`config.mk`:
```
export PLATFORM = sky130hd
export DESIGN_NAME = qmi_cell
export DESIGN_NICKNAME = d
export VERILOG_FILES = /design/src/sv/qmi_pkg.sv /design/src/sv/qmi_cell.sv
export SDC_FILE = /design/constraint.sdc
export NUM_CORES = 1
export LEC_CHECK = 0
export ABC_AREA = 1
export BUFFER_PORTS_ARGS = -buffer_cell sky130_fd_sc_hd__buf_2
export CAP_MARGIN = 10
export CORE_MARGIN = 3
export CORE_UTILIZATION = 46
export DETAILED_ROUTE_END_ITERATION = 12
export GPL_TIMING_DRIVEN = 0
export MAX_ROUTING_LAYER = met4
export PLACE_DENSITY = 0.86
export SLEW_MARGIN = 10
export SYNTH_ARGS = -nofsm -noshare
export SYNTH_HDL_FRONTEND = slang
export SYNTH_SLANG_ARGS = --single-unit
```
`constraint.sdc`:
```
create_clock -name clock -period 4.4 [get_ports clock]
set_input_delay 0.44 -clock clock [delete_from_list [all_inputs] [get_ports clock]]
set_output_delay 0.44 -clock clock [all_outputs]
set_load 0.05 [all_outputs]
```
`src/sv/qmi_pkg.sv`:
```
// ----------------------------------------------------------------------------
// qmi_pkg
// Shared types and codes for the queue with middle insertion.
// ----------------------------------------------------------------------------
package qmi_pkg;

   localparam int CAPACITY_DEFAULT = 64;
   localparam int DATA_W           = 32;

   typedef logic signed [DATA_W-1:0] entry_type;

   // request kinds
   localparam logic [1:0] REQ_PUSH   = 2'd0;
   localparam logic [1:0] REQ_INSERT = 2'd1;
   localparam logic [1:0] REQ_POP    = 2'd2;
   // bit of the request kind that selects a pop
   localparam int         REQ_POP_BIT = 1;

   // result status codes
   localparam logic [1:0] ST_STORED     = 2'd0;
   localparam logic [1:0] ST_POPPED     = 2'd1;
   localparam logic [1:0] ST_POP_EMPTY  = 2'd2;
   localparam logic [1:0] ST_QUEUE_FULL = 2'd3;

   // control broadcast to every cell of the chain
   typedef struct packed {
      logic      pop;     // every cell takes its upper neighbor
      logic      store;   // open a slot at the insert position
      entry_type value;   // value written into the opened slot
   } cell_ctrl_type;

endpackage

```
`src/sv/qmi_cell.sv`:
```
// ----------------------------------------------------------------------------
// qmi_cell
// One queue slot; shifts toward the head on pop, away from it on insert.
// ----------------------------------------------------------------------------
module qmi_cell #(
   parameter int IDX   = 0,
   parameter int CNT_W = 7
) (
   input  logic                  clock,
   input  qmi_pkg::cell_ctrl_type ctrl,
   input  logic [CNT_W-1:0]      pos,
   input  qmi_pkg::entry_type    prev_data,
   input  qmi_pkg::entry_type    next_data,
   output qmi_pkg::entry_type    data
);
   import qmi_pkg::*;

   localparam logic [CNT_W-1:0] MY_IDX = CNT_W'(IDX);

   entry_type data_ff;
   entry_type data_in;

   // next slot content
   always_comb begin
      data_in = data_ff;
      if (ctrl.pop) begin
         data_in = next_data;
      end else if (ctrl.store) begin
         if (MY_IDX == pos) begin
            data_in = ctrl.value;
         end else if (MY_IDX > pos) begin
            data_in = prev_data;
         end
      end
   end

   // slot storage, no reset
   always_ff @(posedge clock) begin
      data_ff <= data_in;
   end

   assign data = data_ff;

endmodule

```
==> impl_metrics.toml <==
[layout]
syn_to_final_growth_pct = 40.4
stdcell_count = 485
seqCellArea_um2 = 961
n_antenna_cell = 0
n_fill_cell = 401
drive_above_1_share_pct = 38.1
nets = 538
fin_area_mm2 = 0.00298
largest_reg_flops = 32
multi_input_area_um2 = 773

[die]
die_h_um = 73.9
fp.dieW_um = 73.9
coreArea_mm2 = 0.00441
start_util_pct = 48.0
dieArea_mm2 = 0.00546
num_rows = 24
ioPinCount = 138

[cts]
root_buffer = "clkbuf_8"
cts_inserted_buffers = 5
ctsResizeCount = 0
path_clk_slew_ps = 80
htree_levels = 2
clkSinkCount = 32
cts_tree = "done"
cts-hold-fix-buffers = 0
cts_buffer_depth = 2
cts_setup_buffers = 0

[synthesis]
synth.most_common_cell = "inv_1"
synth_cells = 289
synth-edff-count = 32
yosysTopAreaCell = "edfxtp_1"
synth_xor_area_share_pct = 0
synth-adder-area-share_pct = 0
synth_top_family_by_area = "simple AND/OR/NAND/NOR gates"
synth_common_cells = "inv_1 (68), nand2_1 (66), nand3_1 (65), edfxtp_1 (32), o21ai_1 (30)"
avgSynthCellArea_um2 = 7.33
async_flop_share_pct = 0
synth.mux.area_fraction_pct = 0
netlist_area_mm2 = 0.00212
synth_compound_area_share_pct = 7.56
yosys.area.top_type_share_pct = 45.3
synth_fp_nets = 395
yosys.area_share.simple_pct = 28.8
synth_area_leaders = "edfxtp_1 (45%), nand3_1 (15%), inv_1 (12%)"
synth-seq-area-share_pct = 45.3
synth_ff_type = "edfxtp_1"
synth_cell_types = 15
ys_warn_count = 0
ys_seq_elements = 32

[detailed_routing]
drt_iter0_markers = 143
drt_pass1_iterations = 4
drc = 0
route.vias.total = 2355
ant_nets = 0
totalWireLength_um = 6080
routedWlPerCell_um = 12.5
viasPerCell = 4.86

[worst_setup_path]
required_ps = 4300
path_cells = "buf_2 -> nor2_1 -> nand2_2 -> inv_2 -> buf_6 -> nand3_1 -> nand2_2"
worstPathArrival_ps = 1760
worstPathMaxFanout = 32
cp_slowest_cell = "nand2_2"
worstSetupPathType = "in2reg"
critical_path_buf_inv_count = 3
crit_family = "simple AND/OR/NAND/NOR gates"
end_kind = "flop"
cp_common_cell = "nand2_2"
crit_path_start_kind = "primary input"
slowest_delay_ps = 580

[placed_design]
numPortBuffers = 136
dp_hpwl_um = 4660
place_congestion = 0.819
dpl_cell_area_mm2 = 0.00287
dp_cells = 477

[grt]
grt_max_degree = 33
gr-total-overflow = 0
grt_usage_pct = 22.2
grt_pass1_wl_um = 9230
top_usage_layer = "met2"
use_met3_pct = 4.38
grt_pass1_vias = 2177
grt_use_met2_pct = 38.0
antenna_found_initial = 0
met1_usage_pct = 26.0

[sta]
fin_crit_sh_pct = 42.2
rsz0062_at_grt = "false"
worstMarginPinSlew_ps = 773
max_slew_margin_pct = 48.3
hold-worst-slack_ps = 429
tns_ps = 0
fin_crit_ps = 1860
setup_viol = 0
drv_slew = 0
fmax_mhz = 539
hold_violations = 0

[power]
ir_drop_uv = 233
finalPower_w = 0.000909
leakage_nw = 1.67
power.density_mw_per_mm2 = 305

[worst_hold_path]
hp-class = "in2reg"

[flow_run]
max_cap_violations = 0

[run_status]
status = "complete, no violations"
-- layout by cell type, fill, tap and decap left out, drive strengths merged --
master,synthesis,layout
nand2,68,68
nand3,65,65
inv,69,69
o21ai,32,32
bufinv,0,1
nor2,4,4
clkbuf,6,12
edfxtp,32,32
buf,13,149
clkinv,0,1
-- per-layer routing --
layer	up-vias	routed length, µm
met5	-	0
met4	0	84
met3	10	556
met2	119	3090
met1	1027	2350
li1	1199	-
-- worst paths after layout --
kind,from,endpoint,slack (ps),cells past startpoint
max,pos[1],data[25],2540,7
min,next_data[8],data[8],430,3
-- area by class of cell --
type / count / share of cell area, %
Sequential cell: 32 / 32.3
Inverter: 69 / 8.70
Multi-Input combinational cell: 169 / 26.0
Timing Repair Buffer: 136 / 22.9
Clock buffer: 6 / 2.44
Clock inverter: 2 / 1.18
Tap cell: 52 / 2.19
Buffer: 19 / 4.33
-- metrics by stage --
| stage | setup WS, ps | utilization [%] |
|---|---|---|
| floorplan | 2370 | - |
| global placement | 1860 | 64.9 |
| detailed placement | 2250 | 65.0 |
| CTS | 2530 | 67.4 |
| global route | 2380 | 67.4 |
| finish | 2540 | 67.4 |
-- power by group --
group	switching (W)	internal, W
sequential	0.00000669	0.000370
clock	0.000107	0.000168
combinational	0.000179	0.0000785
total	0.000293	0.000616
-- tightest hold or removal path, cell delays in order --
cell     delay (ps)
buf_2            70
nand2_1          40
nand2_1          50
-- cell families (layout without fill, tap and decap cells) --
family / Yosys count / in the layout
buffers and inverters: 88 / 232
AND/OR/NAND/NOR: 137 / 137
AO/OA/AOI/OAI: 32 / 32
flip-flops: 32 / 32
Note: power is estimated with default switching activity, not from simulation.
